<file path="config.mk">
export PLATFORM = sky130hd
export DESIGN_NAME = linear_interp_resampler
export DESIGN_NICKNAME = d
export VERILOG_FILES = /design/src/hdl/lir_pkg.sv /design/src/hdl/lir_queue.sv /design/src/hdl/lir_front.sv /design/src/hdl/lir_back.sv /design/src/hdl/linear_interp_resampler.sv
export SDC_FILE = /design/constraint.sdc
export NUM_CORES = 2
export LEC_CHECK = 0
export BUFFER_PORTS_ARGS = -buffer_cell sky130_fd_sc_hd__buf_2
export CORE_UTILIZATION = 55
export CTS_BUF_LIST = sky130_fd_sc_hd__clkbuf_4
export DETAILED_ROUTE_END_ITERATION = 10
export GPL_TIMING_DRIVEN = 1
export PLACE_DENSITY = 0.83
export SYNTH_ARGS = -nofsm -noshare
export SYNTH_HDL_FRONTEND = slang
export SYNTH_SLANG_ARGS = --single-unit
export TNS_END_PERCENT = 5
</file>
<file path="constraint.sdc">
create_clock -name clk -period 8.8 [get_ports clk]
set_input_delay 0.88 -clock clk [delete_from_list [all_inputs] [get_ports clk]]
set_output_delay 0.88 -clock clk [all_outputs]
set_load 0.02 [all_outputs]
</file>
<file path="src/hdl/lir_pkg.sv">
// Package for the linear interpolation resampler: shared widths, constants,
// register indexes, queue entry and back-end state types.
// No dependencies.
package lir_pkg;

	localparam int SAMPLE_W = 16;
	localparam int PHASE_W  = 21;
	localparam int FRAC_W   = 16;
	localparam int CFG_W    = 21;
	localparam int CHAN_W   = 2;

	localparam logic [PHASE_W-1:0] ONE_Q16  = 21'h010000;
	localparam logic [PHASE_W-1:0] STEP_MIN = 21'h000400;
	localparam logic [PHASE_W-1:0] STEP_MAX = 21'h100000;
	localparam logic [PHASE_W-1:0] STEP_RST = 21'h010000;

	localparam int MAX_RUN = 64;
	localparam int CNT_W   = $clog2(MAX_RUN);

	localparam int QDEPTH = 2;
	localparam int QPTR_W = $clog2(QDEPTH);
	localparam int QCNT_W = $clog2(QDEPTH + 1);

	typedef enum logic [0:0] {
		REG_STEP_RATIO    = 1'b0,
		REG_CHANNELS_USED = 1'b1
	} cfg_idx_t;

	// One closed pair of input frames waiting for the back end.
	typedef struct packed {
		logic signed [SAMPLE_W-1:0] prev_left;
		logic signed [SAMPLE_W-1:0] prev_right;
		logic signed [SAMPLE_W-1:0] cur_left;
		logic signed [SAMPLE_W-1:0] cur_right;
		logic                       eot;
	} lir_entry_t;

	typedef enum logic [1:0] {
		ST_IDLE,
		ST_MUL,
		ST_SUM,
		ST_EMIT
	} back_state_t;

endpackage

</file>
<file path="src/hdl/lir_queue.sv">
// Two-entry queue of closed sample pairs between front and back end.
// Depends on lir_pkg.
module lir_queue
	import lir_pkg::*;
(
	input  logic       clk,
	input  logic       arst_n,
	input  logic       push,
	input  lir_entry_t push_entry,
	input  logic       pop,
	output lir_entry_t head,
	output logic       empty,
	output logic       full
);

	lir_entry_t        entries_q [QDEPTH];
	logic [QPTR_W-1:0] wr_ptr_q;
	logic [QPTR_W-1:0] rd_ptr_q;
	logic [QCNT_W-1:0] count_q;

	assign empty = (count_q == '0);
	assign full  = (count_q == QCNT_W'(QDEPTH));
	assign head  = entries_q[rd_ptr_q];

	always_ff @(posedge clk) begin
		if (push) begin
			entries_q[wr_ptr_q] <= push_entry;
		end
	end

	always_ff @(posedge clk or negedge arst_n) begin
		if (!arst_n) begin
			wr_ptr_q <= '0;
			rd_ptr_q <= '0;
			count_q  <= '0;
		end else begin
			if (push) begin
				wr_ptr_q <= (wr_ptr_q == QPTR_W'(QDEPTH - 1)) ? '0 : wr_ptr_q + 1'b1;
			end
			if (pop) begin
				rd_ptr_q <= (rd_ptr_q == QPTR_W'(QDEPTH - 1)) ? '0 : rd_ptr_q + 1'b1;
			end
			case ({push, pop})
				2'b10:   count_q <= count_q + 1'b1;
				2'b01:   count_q <= count_q - 1'b1;
				default: count_q <= count_q;
			endcase
		end
	end

`ifndef SYNTHESIS
	a_no_overflow: assert property (@(posedge clk) disable iff (!arst_n)
		push |-> !full || pop)
		else $error("queue written while full");

	a_no_underflow: assert property (@(posedge clk) disable iff (!arst_n)
		pop |-> !empty)
		else $error("queue read while empty");
`endif

endmodule

</file>
<file path="src/hdl/lir_front.sv">
// Front end: takes input frames, keeps the previous frame and pairs it with
// the current one; only closed pairs go to the queue. Depends on lir_pkg.
module lir_front
	import lir_pkg::*;
(
	input  logic                       clk,
	input  logic                       arst_n,
	input  logic                       in_valid,
	output logic                       in_stall,
	input  logic signed [SAMPLE_W-1:0] sample_left,
	input  logic signed [SAMPLE_W-1:0] sample_right,
	input  logic                       end_of_track,
	input  logic                       q_full,
	output logic                       q_push,
	output lir_entry_t                 q_entry
);

	logic signed [SAMPLE_W-1:0] prev_left_q;
	logic signed [SAMPLE_W-1:0] prev_right_q;
	logic                       have_prev_q;
	logic                       accept;

	assign in_stall = q_full;
	assign accept   = in_valid && !q_full;
	// The first frame of a track only primes the pair; it causes no work.
	assign q_push   = accept && have_prev_q;

	assign q_entry.prev_left  = prev_left_q;
	assign q_entry.prev_right = prev_right_q;
	assign q_entry.cur_left   = sample_left;
	assign q_entry.cur_right  = sample_right;
	assign q_entry.eot        = end_of_track;

	always_ff @(posedge clk) begin
		if (accept) begin
			prev_left_q  <= sample_left;
			prev_right_q <= sample_right;
		end
	end

	always_ff @(posedge clk or negedge arst_n) begin
		if (!arst_n) begin
			have_prev_q <= 1'b0;
		end else if (accept) begin
			have_prev_q <= !end_of_track;
		end
	end

endmodule

</file>
<file path="src/hdl/lir_back.sv">
// Back end: owns the phase accumulator and runs the interpolation for each
// queued pair that is not skipped, one result at a time. Depends on lir_pkg.
module lir_back
	import lir_pkg::*;
(
	input  logic                       clk,
	input  logic                       arst_n,
	input  lir_entry_t                 head,
	input  logic                       q_empty,
	output logic                       q_pop,
	input  logic [PHASE_W-1:0]         step_ratio,
	input  logic [CHAN_W-1:0]          channels_used,
	output logic                       out_valid,
	input  logic                       out_stall,
	output logic signed [SAMPLE_W-1:0] out_left,
	output logic signed [SAMPLE_W-1:0] out_right,
	output logic                       last_of_run,
	output logic                       track_done
);

	back_state_t state_q, state_d;

	lir_entry_t          ent_q;
	logic [PHASE_W-1:0]  phase_q;
	logic [CNT_W-1:0]    cnt_q;
	logic signed [32:0]  prod_l_s1;
	logic signed [32:0]  prod_r_s1;
	logic                last_s1;
	logic signed [SAMPLE_W-1:0] out_left_s2;
	logic signed [SAMPLE_W-1:0] out_right_s2;
	logic                last_s2;
	logic                done_s2;

	logic                mul_en;
	logic                sum_en;
	logic                skip;
	logic signed [16:0]  diff_l;
	logic signed [16:0]  diff_r;
	logic signed [16:0]  frac_s;
	logic signed [33:0]  prod_l;
	logic signed [33:0]  prod_r;
	logic [PHASE_W-1:0]  phase_nxt;
	logic                last_now;
	logic [PHASE_W-1:0]  phase_end;
	logic signed [16:0]  sum_l;
	logic signed [16:0]  sum_r;

	// A pair that arrives with the phase at or past one is skipped.
	assign skip = (phase_q >= ONE_Q16);

	always_comb begin
		state_d = state_q;
		unique case (state_q)
			ST_IDLE: begin
				if (!q_empty && !skip) begin
					state_d = ST_MUL;
				end
			end
			ST_MUL:  state_d = ST_SUM;
			ST_SUM:  state_d = ST_EMIT;
			ST_EMIT: begin
				if (!out_stall) begin
					state_d = last_s2 ? ST_IDLE : ST_MUL;
				end
			end
			default: state_d = ST_IDLE;
		endcase
	end

	always_comb begin
		q_pop     = 1'b0;
		mul_en    = 1'b0;
		sum_en    = 1'b0;
		out_valid = 1'b0;
		unique case (state_q)
			ST_IDLE: q_pop     = !q_empty;
			ST_MUL:  mul_en    = 1'b1;
			ST_SUM:  sum_en    = 1'b1;
			ST_EMIT: out_valid = 1'b1;
			default: ;
		endcase
	end

	assign diff_l = {ent_q.cur_left[15], ent_q.cur_left} - {ent_q.prev_left[15], ent_q.prev_left};
	assign diff_r = {ent_q.cur_right[15], ent_q.cur_right}
		- {ent_q.prev_right[15], ent_q.prev_right};
	assign frac_s = {1'b0, phase_q[FRAC_W-1:0]};
	assign prod_l = diff_l * frac_s;
	assign prod_r = diff_r * frac_s;

	assign phase_nxt = phase_q + step_ratio;
	assign last_now  = (phase_nxt >= ONE_Q16) || (cnt_q == CNT_W'(MAX_RUN - 1));
	always_comb begin
		if (ent_q.eot || (phase_nxt < ONE_Q16)) begin
			phase_end = '0;
		end else begin
			phase_end = phase_nxt - ONE_Q16;
		end
	end

	// Arithmetic shift of the product floors the division by 2^16.
	assign sum_l = {ent_q.prev_left[15], ent_q.prev_left} + prod_l_s1[32:16];
	assign sum_r = {ent_q.prev_right[15], ent_q.prev_right} + prod_r_s1[32:16];

	always_ff @(posedge clk) begin
		if (q_pop) begin
			ent_q <= head;
		end
		if (mul_en) begin
			prod_l_s1 <= prod_l[32:0];
			prod_r_s1 <= prod_r[32:0];
			last_s1   <= last_now;
		end
		if (sum_en) begin
			out_left_s2  <= sum_l[15:0];
			out_right_s2 <= (channels_used == 2'd2) ? sum_r[15:0] : '0;
			last_s2      <= last_s1;
			done_s2      <= last_s1 && ent_q.eot;
		end
	end

	always_ff @(posedge clk or negedge arst_n) begin
		if (!arst_n) begin
			state_q <= ST_IDLE;
			phase_q <= '0;
			cnt_q   <= '0;
		end else begin
			state_q <= state_d;
			if (q_pop) begin
				cnt_q <= '0;
				if (skip) begin
					phase_q <= head.eot ? '0 : phase_q - ONE_Q16;
				end
			end
			if (mul_en) begin
				cnt_q   <= cnt_q + 1'b1;
				phase_q <= last_now ? phase_end : phase_nxt;
			end
		end
	end

	assign out_left    = out_left_s2;
	assign out_right   = out_right_s2;
	assign last_of_run = last_s2;
	assign track_done  = done_s2;

`ifndef SYNTHESIS
	a_done_is_last: assert property (@(posedge clk) disable iff (!arst_n)
		out_valid && track_done |-> last_of_run)
		else $error("track_done without last_of_run");

	a_mul_phase_below_one: assert property (@(posedge clk) disable iff (!arst_n)
		mul_en |-> phase_q < ONE_Q16)
		else $error("interpolation step with phase at or past one");

	a_last_ends_run: assert property (@(posedge clk) disable iff (!arst_n)
		out_valid && !out_stall && last_of_run |=> state_q == ST_IDLE)
		else $error("run continued after its last result");
`endif

endmodule

</file>
<file path="src/hdl/linear_interp_resampler.sv">
// Top level of the linear interpolation resampler: configuration registers,
// front end, pair queue and back end. Depends on lir_pkg, lir_front,
// lir_queue and lir_back.
//
//   Channel | Handshake            | Payload
//   --------+----------------------+------------------------------------------
//   input   | in_valid / in_stall  | sample_left, sample_right, end_of_track
//   output  | out_valid / out_stall| out_left, out_right, last_of_run, track_done
//   config  | cfg_wr_en            | cfg_index, cfg_wr_data
//
// The front end takes one input transfer per cycle while the two-entry pair
// queue has room. In the back end each pair is dispatched, then each result
// runs through the multiply, add and present states, one multiply/add path
// per channel; a skipped pair is only popped and a priming frame causes none.
// A stalled output holds its result; the front keeps accepting until the
// queue fills. Reset is asynchronous and clears control state and phase.
module linear_interp_resampler
	import lir_pkg::*;
#(
	parameter int CHANNELS = 2
) (
	input  logic                       clk,
	input  logic                       arst_n,
	input  logic                       cfg_wr_en,
	input  cfg_idx_t                   cfg_index,
	input  logic [CFG_W-1:0]           cfg_wr_data,
	input  logic                       in_valid,
	output logic                       in_stall,
	input  logic signed [SAMPLE_W-1:0] sample_left,
	input  logic signed [SAMPLE_W-1:0] sample_right,
	input  logic                       end_of_track,
	output logic                       out_valid,
	input  logic                       out_stall,
	output logic signed [SAMPLE_W-1:0] out_left,
	output logic signed [SAMPLE_W-1:0] out_right,
	output logic                       last_of_run,
	output logic                       track_done
);

	logic [PHASE_W-1:0] step_q;
	logic [CHAN_W-1:0]  chan_q;
	logic [PHASE_W-1:0] step_sat;
	logic [CHAN_W-1:0]  chan_raw;
	logic [CHAN_W-1:0]  chan_sat;

	logic       q_push;
	logic       q_pop;
	logic       q_full;
	logic       q_empty;
	lir_entry_t q_in;
	lir_entry_t q_head;

	// Writes clamp to each register's range; channels uses low bits only.
	always_comb begin
		if (cfg_wr_data < STEP_MIN) begin
			step_sat = STEP_MIN;
		end else if (cfg_wr_data > STEP_MAX) begin
			step_sat = STEP_MAX;
		end else begin
			step_sat = cfg_wr_data;
		end
	end

	assign chan_raw = cfg_wr_data[CHAN_W-1:0];
	always_comb begin
		if (chan_raw == '0) begin
			chan_sat = CHAN_W'(1);
		end else if (chan_raw > CHAN_W'(CHANNELS)) begin
			chan_sat = CHAN_W'(CHANNELS);
		end else begin
			chan_sat = chan_raw;
		end
	end

	always_ff @(posedge clk or negedge arst_n) begin
		if (!arst_n) begin
			step_q <= STEP_RST;
			chan_q <= CHAN_W'(CHANNELS);
		end else if (cfg_wr_en) begin
			unique case (cfg_index)
				REG_STEP_RATIO:    step_q <= step_sat;
				REG_CHANNELS_USED: chan_q <= chan_sat;
				default: ;
			endcase
		end
	end

	lir_front u_front (
		.clk          (clk),
		.arst_n       (arst_n),
		.in_valid     (in_valid),
		.in_stall     (in_stall),
		.sample_left  (sample_left),
		.sample_right (sample_right),
		.end_of_track (end_of_track),
		.q_full       (q_full),
		.q_push       (q_push),
		.q_entry      (q_in)
	);

	lir_queue u_queue (
		.clk        (clk),
		.arst_n     (arst_n),
		.push       (q_push),
		.push_entry (q_in),
		.pop        (q_pop),
		.head       (q_head),
		.empty      (q_empty),
		.full       (q_full)
	);

	lir_back u_back (
		.clk           (clk),
		.arst_n        (arst_n),
		.head          (q_head),
		.q_empty       (q_empty),
		.q_pop         (q_pop),
		.step_ratio    (step_q),
		.channels_used (chan_q),
		.out_valid     (out_valid),
		.out_stall     (out_stall),
		.out_left      (out_left),
		.out_right     (out_right),
		.last_of_run   (last_of_run),
		.track_done    (track_done)
	);

endmodule
</file>
Word level (Yosys, flattened, before mapping)
Memories as Yosys holds them, arrays and structs flattened.
Index checks and enable logic that the tools add are counted.

operators by class
  bitwise logic cells = 1
  mux-type cells = 25
  add/subtract/negate cells = 12
  multiply operators = 2
  $lt $le $gt $ge = 6
  equality and inequality tests = 10
  reductions and logical operators = 20

operators by type and width
  cell                                                                      count
  21-bit 2-to-1 mux                                                         8
  17-bit by 17-bit multiplier with 32-bit output                            2
  21-bit by 17-bit >= comparator with 1-bit output (second input constant)  2
  21-bit by 17-bit subtractor with 21-bit output (second input constant)    2
  16-bit by 16-bit subtractor with 17-bit output                            2
  16-bit adder                                                              2
  21-bit adder                                                              1
  21-bit > comparator (second input constant)                               1
  21-bit by 11-bit < comparator with 1-bit output (second input constant)   1
  21-bit by 17-bit < comparator with 1-bit output (second input constant)   1
  6-bit 2-to-1 mux                                                          2
  2-bit == test (second input constant)                                     5
  1-bit 2-to-1 mux                                                          9
  2-bit 2-to-1 mux                                                          4
  2-bit case mux with 4 select lines                                        1
  2-bit AND reduction                                                       4
  6-bit by 1-bit adder with 6-bit output (second input constant)            1
  6-bit == test (second input constant)                                     1
  2-bit zero test                                                           3
  2-bit nonzero test                                                        3
  2-bit by 1-bit == test with 1-bit output (second input constant)          2
  1-bit logical AND                                                         4
  1-bit zero test                                                           4
  2-bit case mux with 2 select lines                                        1
  8 further kinds                                                           10

word-level totals
  flip-flop bits (word level) = 253
  memories kept = 1
  input port bits = 60
  RAM bits = 130

memories
  name               words  bits a word  read ports  clocked after Yosys merged registers in  wr ports  RTL line         RTL
  u_queue.entries_q  2      65           1           0                                        1         lir_queue.sv:16  lir_entry_t entries_q [QDEPTH];

Depth between registers and ports, before layout
  depth in word-level cells = 6
  depth in mapped cells = 36
  mapped depth without buffers = 35

Modules after synthesis
Synthesis repeated with hierarchy kept, for this count alone.

unflattened totals
  cells, all modules = 3688
  area, all modules = 37913.9 um^2

modules (own cells, without submodules)
  module                   cells an instance  area an instance (um^2)  times used
  lir_back                 3321               30676.9                  1
  lir_queue                218                5036.1                   1
  lir_front                71                 1276.2                   1
  linear_interp_resampler  78                 924.6                    1

Least setup slack after synthesis
Ideal clock, no wire load.

  path type = reg2reg
  from = reg u_back.ent_q[33] (netlist bit)
  to = reg u_back.prod_r_s1[30], data pin
  period minus slack after synthesis = 8.136 ns
  data arrival time = 7.871 ns
  required time = 8.535 ns
  library setup time = 0.265 ns
  path buffers = 1
  slack = 0.664 ns
  stages on the path, launching flop included = 31
  path through = edfxtp_1 -> ha_1 -> fa_1 -> nor2b_1 -> o21ai_0 -> a21boi_1 -> o211ai_1 -> a21oi_1 -> nor3_1 -> o31ai_1 -> a211oi_1 -> nor3_1 -> clkbuf_1 -> nand2_1 -> fa_1 -> fa_1 -> fa_1 -> inv_1 -> fa_1 -> fa_1 -> inv_1 -> fa_1 -> inv_1 -> ha_1 -> or2_2 -> a2111oi_0 -> a21oi_1 -> a41o_1 -> o41ai_2 -> o21ai_0 -> xor2_1

on the way
  word-level cells in the longest chain between the ends = 2

RTL lines
  element                                         RTL line         RTL
  start, declared                                 lir_back.sv:23   lir_entry_t ent_q;
  start signal, assigned                          lir_back.sv:107  ent_q <= head;
  16-bit by 16-bit subtractor with 17-bit output  lir_back.sv:86   - {ent_q.prev_right[15], ent_q.prev_right};
  17-bit by 17-bit multiplier with 32-bit output  lir_back.sv:89   assign prod_r = diff_r * frac_s;
  net u_back.prod_r[30]                           lir_back.sv:41   logic signed [33:0] prod_r;
  end signal, assigned                            lir_back.sv:111  prod_r_s1 <= prod_r[32:0];
  end, declared                                   lir_back.sv:27   logic signed [32:0] prod_r_s1;

The timed path passes the listed nets, and every way through them passes these cells.
A chain may end at the register's enable or synchronous reset.

Worst setup path in the final report
  from = reg u_back.ent_q[33] (netlist bit)
  to = reg u_back.prod_r_s1[29], data pin

The elaborated chain is that of the path after synthesis.

==> results.toml <==
[cells_and_area]
final_layout_size_suffix_gt1_share_pct = 11.9
final_common_cell = "inv_1"
fin_cells = 4738
nNetsFinal = 4634
area_delta_synth_final_pct = 8.30
fill_cells = 5164
layout_common_cells = "inv_1, fa_1, nand2_1"
seqCellArea_sq_um = 10300
multi_input_area_sq_um = 23800

[yosys]
yosys_warnings = 0
synth_fp_nets = 4509
ys_seq_area_share_pct = 27.5
ys_ff_latch = 351
synth.avg_cell_area_sq_um = 10.2
synthFlopType = "edfxtp_1"
syn-cell-area_sq_um = 37300
yosysUniqueCellTypes = 79
ys_async_sr_fraction_pct = 16.2
synth_edf_count = 294
netlist_instances = 3669

[floorplan]
dieArea_sq_um = 69000
die_w_um = 263
ioPinCount = 96
start_util_pct = 55.6
die_y_um = 263
row_count = 95
coreArea_sq_um = 67200

[routing]
ant_nets = 0
firstDrtPassIters = 6
met3_length_mm = 7.45
m1WireLength_mm = 35.2
routed.top_layer = "met4"
wl_mm = 88.2
drcViolationCount = 0
wl_per_cell_um = 18.6
vias_per_cell = 5.70
met2_length_mm = 42.5
drt-initial-drc-count = 2188
vias = 27000

[grt]
grt_pass1_vias = 28200
grt_max_degree = 67
grt_usage_pct = 26.4
antenna_found_initial = 2
grt_pass1_wl_mm = 144
grt-ovfl-total = 0

[worst_setup_path]
cpLargestDelayFamily = "adder cells"
critPathBufInv = 4
critPathKind = "reg2reg"
crit_fanout = 6
rr_worst_depth = 30
path_common_cell = "fa_1"
cp.depth = 30
cp-start-kind = "register"
cpMaxStageDelayCell = "fa_1"
cp_slowest_stage_delay_ps = 560
cp.arrival_ps = 9140
regToRegSetupSlack_ps = 240
end_kind = "register"
required_ps = 9380

[timing]
slew_headroom_pct = 20.7
drv_slew = 0
worstMarginPinSlew_ps = 1190
max_freq_mhz = 117
min_period_over_period_pct = 97.3
finalSetupViolations = 0
period_needed_ps = 8560
hold_ws_ps = 136
worst_slack_ps = 236
hold_violations = 0
finalClockSkew_ps = 106

[clocking]
cts-root-buf = "clkbuf_4"
cts_tree = "built"
htreeDepth = 3
ctsHoldBuffers = 0
cts_made_buffers = 86
insertion_delay_ps = 880
cts_sinks = 351
cts_buffer_depth = 3
clkTransAtPathRegs_ps = 80

[worst_hold_path]
hold_path_class = "in2async"

[job]
maxCapViolCount = 0

[placed_design]
dp_hpwl_mm = 66.6
place_ws_ps = -344
io_buffers = 95
dp_cells = 4570
globalplace.congestion = 0.914

[status]
status = "completed"
==> area by class of cell <==
class / instances / area share (%)
Inverter: 757 / 7.03
Timing Repair Buffer: 205 / 3.34
Clock inverter: 31 / 0.467
Multi-Input combinational cell: 2393 / 58.8
Antenna cell: 5 / 0.0309
Tap cell: 873 / 2.70
Sequential cell: 351 / 25.4
Clock buffer: 123 / 2.28
==> registers in the layout, summed over array words and instances, names as in the netlist <==
signal	cells
u_queue.entries_q	130
u_back.ent_q	65
step_q	21
u_back.phase_q	21
u_back.out_left	16
u_back.out_right	16
u_back.prod_l_s1	16
u_back.prod_r_s1	16
u_front.prev_left_q	16
u_front.prev_right_q	16
u_back.cnt_q	6
chan_q	2
u_back.state_q	2
u_queue.count_q	2
u_back.last_of_run	1
u_back.last_s1	1
u_back.track_done	1
u_front.have_prev_q	1
u_queue.rd_ptr_q	1
u_queue.wr_ptr_q	1
==> cell usage after synthesis, types with 41 or more instances <==
| library cell | instances | area share, % |
|---|---|---|
| edfxtp_1 | 294 | 24 |
| xnor2_1 | 94 | 2.2 |
| and3_1 | 58 | 0.97 |
| o21ai_0 | 68 | 0.91 |
| nand2b_1 | 46 | 0.77 |
| fa_1 | 521 | 28 |
| clkbuf_1 | 163 | 1.6 |
| nor2b_1 | 41 | 0.69 |
| dfrtp_1 | 55 | 3.7 |
| nand2_1 | 313 | 3.1 |
| inv_1 | 756 | 7.6 |
| mux2_2 | 68 | 2.1 |
| and2_1 | 198 | 3.3 |
| a21oi_1 | 73 | 0.98 |
| nand3_1 | 92 | 1.2 |
| ha_1 | 259 | 8.7 |
| nor2_1 | 121 | 1.2 |
==> cells by family (layout without fill, tap and decap cells) <==
kind of cell	Yosys count	in the layout	share of synthesized area [%]
buffers and inverters	925	1116	9.32
multiplexers	72	72	2.16
AO/OA/AOI/OAI	424	424	8.00
XOR/XNOR	133	133	3.12
adder cells (fa/ha/maj)	781	781	36.6
other	0	5	0
flip-flops	351	351	27.5
AND/OR/NAND/NOR	983	983	13.3
==> metal layers <==
layer / track usage [%] / up-vias
li1: - / 12100
met1: 34.7 / 13500
met2: 43.3 / 1196
met3: 5.08 / 230
met4: 10.0 / 0
met5: 0 / -
==> final timing paths <==
kind / to / start
setup reg to reg: u_back.prod_r_s1[29] / u_back.ent_q[33]
hold reg to reg: u_queue.entries_q[1][38] / u_front.prev_right_q[5]
setup / recovery: u_back.prod_r_s1[29] / u_back.ent_q[33]
min in group clk: step_q[10] / cfg_wr_data[20]
max in group asynchronous: u_back.phase_q[9] / arst_n
hold / removal: u_queue.rd_ptr_q / arst_n
==> through the flow <==
| step | instance area [sq um] | utilization (%) | setup TNS (ps) |
|---|---|---|---|
| after CTS | 40300 | 59.9 | 0 |
| after global placement | 39100 | 58.2 | 0 |
| after detailed placement | 39100 | 58.2 | -1070 |
| final | 40400 | 60.2 | 0 |
| after floorplan | 37300 | - | 0 |
| after global routing | 40400 | 60.2 | -302 |
==> timing repair <==
item | CTS | global route
setup endpoints to repair | 5 | 16
resized for setup | 10 | 27
buffers inserted | 1 | 8
pin swaps | 3 | 11
Power is left out: the tool's default activity adds up to more than one toggle a clock period on the data nets, which glitch-free logic cannot reach.
